==> src/design/mexp_pkg.sv <==
`timescale 1ns / 1ps
// ----------------------------------------------------------------------------
// mexp_pkg
// Shared types and constants for the modular exponentiation block.
// ----------------------------------------------------------------------------
package mexp_pkg;

  localparam int TDATA_W    = 32;
  localparam int CFG_DATA_W = 32;
  localparam int CFG_IDX_W  = 2;

  localparam logic [CFG_IDX_W-1:0] REG_EXPONENT = 2'd0;
  localparam logic [CFG_IDX_W-1:0] REG_MODULUS  = 2'd1;

  typedef enum logic [4:0] {
    S_IDLE  = 5'b00001,
    S_MUL   = 5'b00010,
    S_START = 5'b00100,
    S_RED   = 5'b01000,
    S_OUT   = 5'b10000
  } state_t;

  typedef enum logic [1:0] {
    OP_BASE = 2'd0,
    OP_ACC  = 2'd1,
    OP_SQR  = 2'd2
  } op_t;

  typedef struct packed {
    logic busy;
    logic done;
  } red_stat_t;

endpackage

==> src/design/modular_exponentiation.sv <==
`timescale 1ns / 1ps
// Each modular product is reduced by the shared remainder unit, which retires two product
// bits per cycle; one item is in work at a time, and a new base word is not taken
// until the result has been transferred. Reset: synchronous, active high;
// exponent returns to 1, modulus to 2, the sequencer to idle.
// ----------------------------------------------------------------------------
// modular_exponentiation
// Square-and-multiply over the exponent bits using one registered multiplier
// and one iterative remainder unit under a small sequencer.
// ----------------------------------------------------------------------------
module modular_exponentiation #(
  parameter int DATA_WIDTH = 32
) (
  input  logic                               clk,
  input  logic                               rst,
  input  logic                               s_axis_tvalid,
  output logic                               s_axis_tready,
  input  logic [mexp_pkg::TDATA_W-1:0]       s_axis_tdata,   // [31:0] base_value
  output logic                               m_axis_tvalid,
  input  logic                               m_axis_tready,
  output logic [mexp_pkg::TDATA_W-1:0]       m_axis_tdata,   // [31:0] power_result
  input  logic                               cfg_valid,
  output logic                               cfg_ready,
  input  logic [mexp_pkg::CFG_IDX_W-1:0]     cfg_index,
  input  logic [mexp_pkg::CFG_DATA_W-1:0]    cfg_data
);
  import mexp_pkg::*;

  localparam int W = DATA_WIDTH;

  state_t           state, state_next;
  op_t              op, op_next;
  logic [CFG_DATA_W-1:0] exponent_reg;
  logic [CFG_DATA_W-1:0] modulus_reg;
  logic [W-1:0]     mod_w;
  logic [W-1:0]     acc, acc_next;
  logic [W-1:0]     sq, sq_next;
  logic [W-1:0]     exp_sh, exp_next;
  logic [W-1:0]     exp_dec;
  logic [W-1:0]     mul_a, mul_b;
  logic [2*W-1:0]   prod;
  logic             red_start;
  red_stat_t        red_stat;
  logic [W-1:0]     red_rem;
  logic             in_xfer, out_xfer;

  assign cfg_ready     = 1'b1;
  assign s_axis_tready = (state == S_IDLE);
  assign m_axis_tvalid = (state == S_OUT);
  assign m_axis_tdata  = TDATA_W'(acc);
  assign in_xfer       = s_axis_tvalid && s_axis_tready;
  assign out_xfer      = m_axis_tvalid && m_axis_tready;
  assign mod_w         = modulus_reg[W-1:0];
  assign red_start     = (state == S_START);

  always_ff @(posedge clk) begin
    if (rst) begin
      exponent_reg <= CFG_DATA_W'(1);
      modulus_reg  <= CFG_DATA_W'(2);
    end else if (cfg_valid && cfg_ready) begin
      case (cfg_index)
        REG_EXPONENT: exponent_reg <= cfg_data;
        REG_MODULUS:  modulus_reg  <= cfg_data;
        default: ;
      endcase
    end
  end

  assign mul_a = (op == OP_ACC) ? acc : sq;
  assign mul_b = (op == OP_BASE) ? W'(1) : sq;

  always_ff @(posedge clk) begin
    if (state == S_MUL) begin
      prod <= mul_a * mul_b;
    end
  end

  mexp_reduce #(
    .DATA_WIDTH (W)
  ) u_reduce (
    .clk       (clk),
    .rst       (rst),
    .start     (red_start),
    .product   (prod),
    .modulus   (mod_w),
    .stat      (red_stat),
    .remainder (red_rem)
  );

  assign exp_dec = (op == OP_SQR) ? (exp_sh >> 1) : exp_sh;

  always_comb begin
    state_next = state;
    op_next    = op;
    acc_next   = acc;
    sq_next    = sq;
    exp_next   = exp_sh;
    case (state)
      S_IDLE: begin
        if (in_xfer) begin
          sq_next  = s_axis_tdata[W-1:0];
          exp_next = exponent_reg[W-1:0];
          if (mod_w == '0) begin
            acc_next   = '0;
            state_next = S_OUT;
          end else begin
            acc_next   = (mod_w == W'(1)) ? '0 : W'(1);
            op_next    = OP_BASE;
            state_next = S_MUL;
          end
        end
      end
      S_MUL:   state_next = S_START;
      S_START: state_next = S_RED;
      S_RED: begin
        if (red_stat.done) begin
          case (op)
            OP_BASE, OP_SQR: begin
              sq_next  = red_rem;
              exp_next = exp_dec;
              if (exp_dec == '0) begin
                state_next = S_OUT;
              end else begin
                op_next    = exp_dec[0] ? OP_ACC : OP_SQR;
                state_next = S_MUL;
              end
            end
            OP_ACC: begin
              acc_next = red_rem;
              if (exp_sh[W-1:1] == '0) begin
                state_next = S_OUT;
              end else begin
                op_next    = OP_SQR;
                state_next = S_MUL;
              end
            end
            default: state_next = S_IDLE;
          endcase
        end
      end
      S_OUT: begin
        if (out_xfer) begin
          state_next = S_IDLE;
        end
      end
      default: state_next = S_IDLE;
    endcase
  end

  always_ff @(posedge clk) begin
    if (rst) begin
      state <= S_IDLE;
      op    <= OP_BASE;
    end else begin
      state <= state_next;
      op    <= op_next;
    end
  end

  always_ff @(posedge clk) begin
    acc    <= acc_next;
    sq     <= sq_next;
    exp_sh <= exp_next;
  end

`ifndef SYNTHESIS
  a_one_item: assert property (@(posedge clk) disable iff (rst)
    m_axis_tvalid |-> !s_axis_tready)
    else $error("input ready while a result is pending");

  a_done_in_red: assert property (@(posedge clk) disable iff (rst)
    red_stat.done |-> (state == S_RED))
    else $error("remainder done outside the wait state");

  a_start_idle_unit: assert property (@(posedge clk) disable iff (rst)
    red_start |-> !red_stat.busy)
    else $error("remainder unit started while busy");

  a_accept_blocks: assert property (@(posedge clk) disable iff (rst)
    in_xfer |=> !s_axis_tready)
    else $error("ready held after an input transfer");
`endif

endmodule

==> src/design/mexp_reduce.sv <==
`timescale 1ns / 1ps
// ----------------------------------------------------------------------------
// mexp_reduce
// Iterative remainder unit: reduces a double-width product by the modulus,
// two dividend bits per cycle with restoring compare and subtract.
// ----------------------------------------------------------------------------
module mexp_reduce #(
  parameter int DATA_WIDTH = 32
) (
  input  logic                        clk,
  input  logic                        rst,
  input  logic                        start,
  input  logic [2*DATA_WIDTH-1:0]     product,
  input  logic [DATA_WIDTH-1:0]       modulus,
  output mexp_pkg::red_stat_t         stat,
  output logic [DATA_WIDTH-1:0]       remainder
);
  import mexp_pkg::*;

  localparam int W     = DATA_WIDTH;
  localparam int CNT_W = $clog2(W);

  logic [2*W-1:0]   dividend;
  logic [W-1:0]     rem;
  logic [W-1:0]     rem_next;
  logic [CNT_W-1:0] cnt;
  logic             busy;
  logic             done;

  function automatic logic [W-1:0] rstep(input logic [W-1:0] r, input logic b,
                                         input logic [W-1:0] m);
    logic [W:0] t;
    t = {r, b};
    if (t >= {1'b0, m}) begin
      t = t - {1'b0, m};
    end
    return t[W-1:0];
  endfunction

  assign rem_next = rstep(rstep(rem, dividend[2*W-1], modulus), dividend[2*W-2], modulus);

  always_ff @(posedge clk) begin
    if (rst) begin
      busy <= 1'b0;
      done <= 1'b0;
      cnt  <= '0;
    end else begin
      done <= 1'b0;
      if (start) begin
        busy <= 1'b1;
        cnt  <= CNT_W'(W - 1);
      end else if (busy) begin
        cnt <= cnt - 1'b1;
        if (cnt == '0) begin
          busy <= 1'b0;
          done <= 1'b1;
        end
      end
    end
  end

  always_ff @(posedge clk) begin
    if (start) begin
      dividend <= product;
      rem      <= '0;
    end else if (busy) begin
      dividend <= {dividend[2*W-3:0], 2'b00};
      rem      <= rem_next;
    end
  end

  assign stat.busy = busy;
  assign stat.done = done;
  assign remainder = rem;

endmodule

==> config.mk <==
export PLATFORM = sky130hd
export DESIGN_NAME = modular_exponentiation
export DESIGN_NICKNAME = d
export VERILOG_FILES = /design/src/design/mexp_pkg.sv /design/src/design/modular_exponentiation.sv /design/src/design/mexp_reduce.sv
export SDC_FILE = /design/constraint.sdc
export NUM_CORES = 2
export LEC_CHECK = 0
export ABC_CLOCK_PERIOD_IN_PS = 10900
export BUFFER_PORTS_ARGS = -buffer_cell sky130_fd_sc_hd__clkbuf_2
export CAP_MARGIN = 20
export CORE_ASPECT_RATIO = 1.2
export CORE_UTILIZATION = 55
export DETAILED_ROUTE_END_ITERATION = 8
export PLACE_DENSITY = 0.74
export SLEW_MARGIN = 5
export SYNTH_ARGS = -nofsm -noshare
export SYNTH_HDL_FRONTEND = slang
export SYNTH_SLANG_ARGS = --single-unit
==> constraint.sdc <==
create_clock -name clk -period 10.9 [get_ports clk]
set_clock_uncertainty 0.1 [all_clocks]
set_input_delay 2.18 -clock clk [delete_from_list [all_inputs] [get_ports clk]]
set_output_delay 2.18 -clock clk [all_outputs]
set_load 0.01 [all_outputs]
* Word level (Yosys, flattened, before mapping) *
Cells that the tools add are included.

word-level totals
  output and inout bits = 35
  word-level logic and storage cells = 99
  latch bits = 0
  memories kept = 0
  ROM bits = 0
  RAM bits = 0
  bits of input ports = 71
  register bits after elaboration = 334

operators by class
  $lt $le $gt $ge = 2
  reduce and logical (&&, ||, !) cells = 18
  $mul = 1
  $add $sub $neg = 3
  mux-type cells = 43
  bitwise gates (word level) = 1
  equality and inequality tests = 18
  shift operators = 0
  divide/modulo/power cells = 0

operator list
  kind                 count
  $mux 32              14
  $pmux 32 s2          3
  $mux 64              2
  $ge 33x32->1         2
  $logic_not 32->1     2
  $mul 32x32->64       1
  $sub 32x32->32       2
  $mux 5               8
  $eq 32x1->1 const B  1
  $logic_not 31->1     1
  $pmux 5 s5           1
  $mux 2               6
  $pmux 5 s2           1
  $ne 2x1->1 const B   4
  $pmux 2 s2           2
  $reduce_and 4->1     2
  $reduce_and 7->1     1
  $mux 1               6
  $ne 3x3->1 const B   2
  $eq 5x1->1 const B   1
  $eq 5x2->1 const B   1
  $eq 5x3->1 const B   1
  $eq 5x4->1 const B   1
  $eq 5x5->1 const B   1
  14 further kinds     20

* Depth between registers and ports, before layout *
  depth after elaboration = 7
  depth in mapped cells = 35

* Modules after synthesis *
From an unflattened synthesis, not the netlist that was laid out.

unflattened totals
  cells, all modules = 5393
  area, all modules = 49592.6 um^2

by module, submodules not included
  module                  instances  sequential area each (um^2)  cells an instance  area an instance (um^2)
  modular_exponentiation  1          6226.0                       4539               41632.4
  mexp_reduce             1          2702.6                       854                7960.1

* Least setup slack after synthesis *
No wires, ideal clock.

  path kind = flip-flop to flip-flop
  start = register op[0]
  end = register prod[58] (data pin)
  arrival = 8.764 ns
  setup slack = 1.778 ns
  setup time = 0.258 ns
  path buffers = 4
  period minus slack after synthesis = 9.122 ns
  cell stages (with the launch flop) = 31
  cells stage by stage = dfxtp_1 > clkbuf_1 > nor2b_1 > buf_1 > buf_1 > mux2i_1 > clkbuf_1 > nor2_1 > fa_1 > fa_1 > fa_1 > inv_1 > fa_1 > inv_1 > fa_1 > fa_1 > fa_1 > inv_1 > fa_1 > inv_1 > ha_1 > a21o_1 > a21o_1 > a2111oi_0 > nand3_1 > a31oi_1 > nor4_1 > or4_1 > a31oi_1 > o21ai_1 > xnor2_1

between the ends
  longest elaborated chain between the ends = 3
  elaborated cells between the ends (all ways) = 5

ends and longest elaborated chain
  item                                           line                                                        RTL
  start: declaration                             modular_exponentiation.sv:32                                op_t op, op_next;
  start signal: assignment                       modular_exponentiation.sv:156                               op <= op_next;
  $eq 2x1->1 or $logic_not 2->1 (tied branches)  modular_exponentiation.sv:69, modular_exponentiation.sv:70
  $mux 32, on equally long branches              modular_exponentiation.sv:69, modular_exponentiation.sv:70
  $mul 32x32->64 *                               modular_exponentiation.sv:74                                prod <= mul_a * mul_b;
  end signal: assignment                         modular_exponentiation.sv:74
  end: declaration                               modular_exponentiation.sv:41                                logic [2*W-1:0] prod;

Mark *: on every way between the ends. The rest lies on a longest branch, timed or not.
A chain may end at the register's enable or synchronous reset.

* Final worst setup path *
  start = register op[1]
  end = register prod[57] (data pin)

Same word-level chain as after synthesis.

==> impl_results.md <==
* Slew Limit Fails at 0
* H-tree depth at 2
* WL per Instance at 26.1 um
* Top FF cell, synth: edfxtp_1
* Clk slew on worst S/H paths at 60 ps
* Pre-CTS WS at just over 900 ps
* Detailed Route WL at between 150 and 200 mm
* Distinct cells, synth at 80
* WP data required at 11140 ps
* Register area share after synthesis at about 18%
* Asr flop ratio synth at 0%
* Setup-failing EPs final at 0
* Initial Utilization at 55.7%
* GP Congestion at between 1 and 1.5
* Hold crit path type: reg2reg
* Number of port buffers at 104
* Final period util at ~95%
* Hold Slack at around 360 ps
* Global Route Usage Sum at around 39%
* Max incr delay on CP at around 780 ps
* Nets@finish at between 6k and 7k
* Ranking of synthesized cells by area: fa_1 36%, edfxtp_1 14%, ha_1 8.3%
* Critical-path top delay cell: nand2_1
* Worst R2R Setup Slack at approximately 560 ps
* Clk buf depth at 3
* Worst Hold Depth at 2
* Minimum clock period at between 10000 and 15000 ps
* Crit-path most repeated cell: fa_1
* Initial antenna violation count at 11
* DRT antenna net count at 0
* Clk_lat worst skew at 630 ps
* Area of the mapped netlist at approximately 50000 um^2
* Die Y at 332 um
* WP data arrival at ~11000 ps
* CTS buffer count at 40
* Hold worst-path end: exponent_reg[21]$_SDFFE_PP0P_
* Worst-path maximum fanout at 36
* R2r endpoint: prod[57]$_DFFE_PP_
* Synth Warn # at 0
* Critical Path End Type: flop
* Rows at 120
* Syn Area/Cell at slightly below 9 um^2
* Synth area leader: fa_1
* Gate Count Post-Synth at approximately 5.6k
* TNS Setup at 0 ps
* First-pass GRT wire length at approximately 270 mm
* Worst Tran Pin Value at about 1100 ps
* Post-CTS Hold Fix Bufs at 0
* # IOs at ~110
* Die width at about 280 um
* Clock sinks at around 330
* Worst setup margin at approximately 560 ps
* Initial DRC Count at slightly above 4k
* DRC viols at 0
* Via count at about 40k
* Max Cap Viol at 0
* Die area at 91800 um^2
* Hold path startpoint: exponent_reg[21]$_SDFFE_PP0P_
* Most common cell in the netlist: nand2_1
* Synthesis-to-finish area growth at 7.13%
* Max_slew headroom at 25.1%
* Detail Placement HPWL at approximately 140 mm
* Startpoint Class: flop
* Final Hold Vio Count at 0
* Post-CTS Resized at 0
* Top Registers: prod (64), u_reduce.dividend (64)
* Unrepaired setup endpoints after global routing: no
* Layout cell share with drive strength beyond 1 at 7.02%
* Largest net degree at the start of global routing at approximately 80
* Status: finished, final reports clean
* Drt first pass iters at 6
* CTS tree: yes
* Synth Register Bits at around 330
* Mapped Nets at between 6k and 7k
* Root Buffer Master: clkbuf_16
* Fmax at around 97 MHz
* Post-synth EDFFs at around 220
* FF-to-FF path depth at 28
* Vias in the first global route at about 43k
* Layout Cells excl Fill at around 7k
* Post-CTS Setup Repair Bufs at 0
* Placeable Area at about 89000 um^2
* Setup CP Type: reg2reg
* R2R Path Start: op[1]$_SDFFE_PP0P_
* Top cells by count, synth: 951 x nand2_1, 939 x inv_1, 898 x fa_1, 716 x nor2_1, 329 x ha_1
* Synth top area share at between 30% and 40%
* Dpl cells at between 6k and 7k
* Gr ovfl total at 0
* Vias/cell at ~6.0
## cells by family (layout without fill, tap and decap cells)
logic type               Yosys count  in the layout  synth area share (%)
AND/OR/NAND/NOR                 1953           1953                  16.1
buffers and inverters           1232           1283                  9.40
adder cells (fa/ha/maj)         1227           1227                  44.4
AO/OA/AOI/OAI                    632            632                  7.91
flip-flops                       334            334                  17.9
XOR/XNOR                         117            117                  2.06
multiplexers                     111            111                  2.28
other                              1              7               0.00753
## routing by layer
metal	global-route usage [%]	vias to the layer above	routed length, um	part of all wire (%)
li1	-	17500	-	-
met1	45.1	20100	59000	33
met2	61.2	2661	79200	44
met3	11.2	951	20800	12
met4	33.7	12	19100	11
met5	0.105	-	83	0.047
## placed cells by master, fill, tap and decap left out, types with 82 or more instances in the layout
master,Yosys,routed
a21o_1,93,93
a21oi_1,224,223
buf_4,4,164
clkbuf_2,0,104
dfxtp_1,110,109
edfxtp_1,224,224
fa_1,898,898
ha_1,329,329
inv_1,939,938
nand2_1,951,951
nor2_1,716,715
o21ai_0,138,138
xnor2_1,82,82
## area by class of cell
class / instances / area (um^2)
Antenna cell: 6 / 15.0
Clock inverter: 14 / 160
Timing Repair Buffer: 273 / 1850
Inverter: 939 / 3520
Tap cell: 1159 / 1450
Fill cell: 7890 / 36100
Clock buffer: 57 / 1090
Sequential cell: 334 / 8930
Multi-Input combinational cell: 4041 / 36300
## worst max path at each step
stage                             startpoint  slack, ps  depth (start not counted)            endpoint
after floorplan           op[0]$_SDFFE_PP0P_       1780                         30  prod[58]$_DFFE_PP_
after global placement    op[1]$_SDFFE_PP0P_       1050                         26  prod[57]$_DFFE_PP_
after detailed placement  op[1]$_SDFFE_PP0P_        920                         26  prod[57]$_DFFE_PP_
after CTS                 op[1]$_SDFFE_PP0P_        890                         26  prod[57]$_DFFE_PP_
after global routing      op[1]$_SDFFE_PP0P_        410                         29  prod[62]$_DFFE_PP_
final                     op[1]$_SDFFE_PP0P_        560                         28  prod[57]$_DFFE_PP_
## critical path, delay by kind of cell (launching register included)
family / cells / cell delay [ps]
simple gates: 6 / 1870
buf+inv: 5 / 940
fa+ha+maj: 9 / 4160
flops: 1 / 640
xor+xnor: 1 / 110
compound gates: 7 / 2210
## per-stage QoR
step / utilization, % / area [um^2]
floorplan: - / 49800
global placement: 58.2 / 52100
finish: 59.6 / 53400
detailed placement: 58.2 / 52100
global route: 59.6 / 53300
CTS: 59.6 / 53300
Power is left out: the tool's default activity adds up to more than one toggle a clock period on the data nets, which glitch-free logic cannot reach.
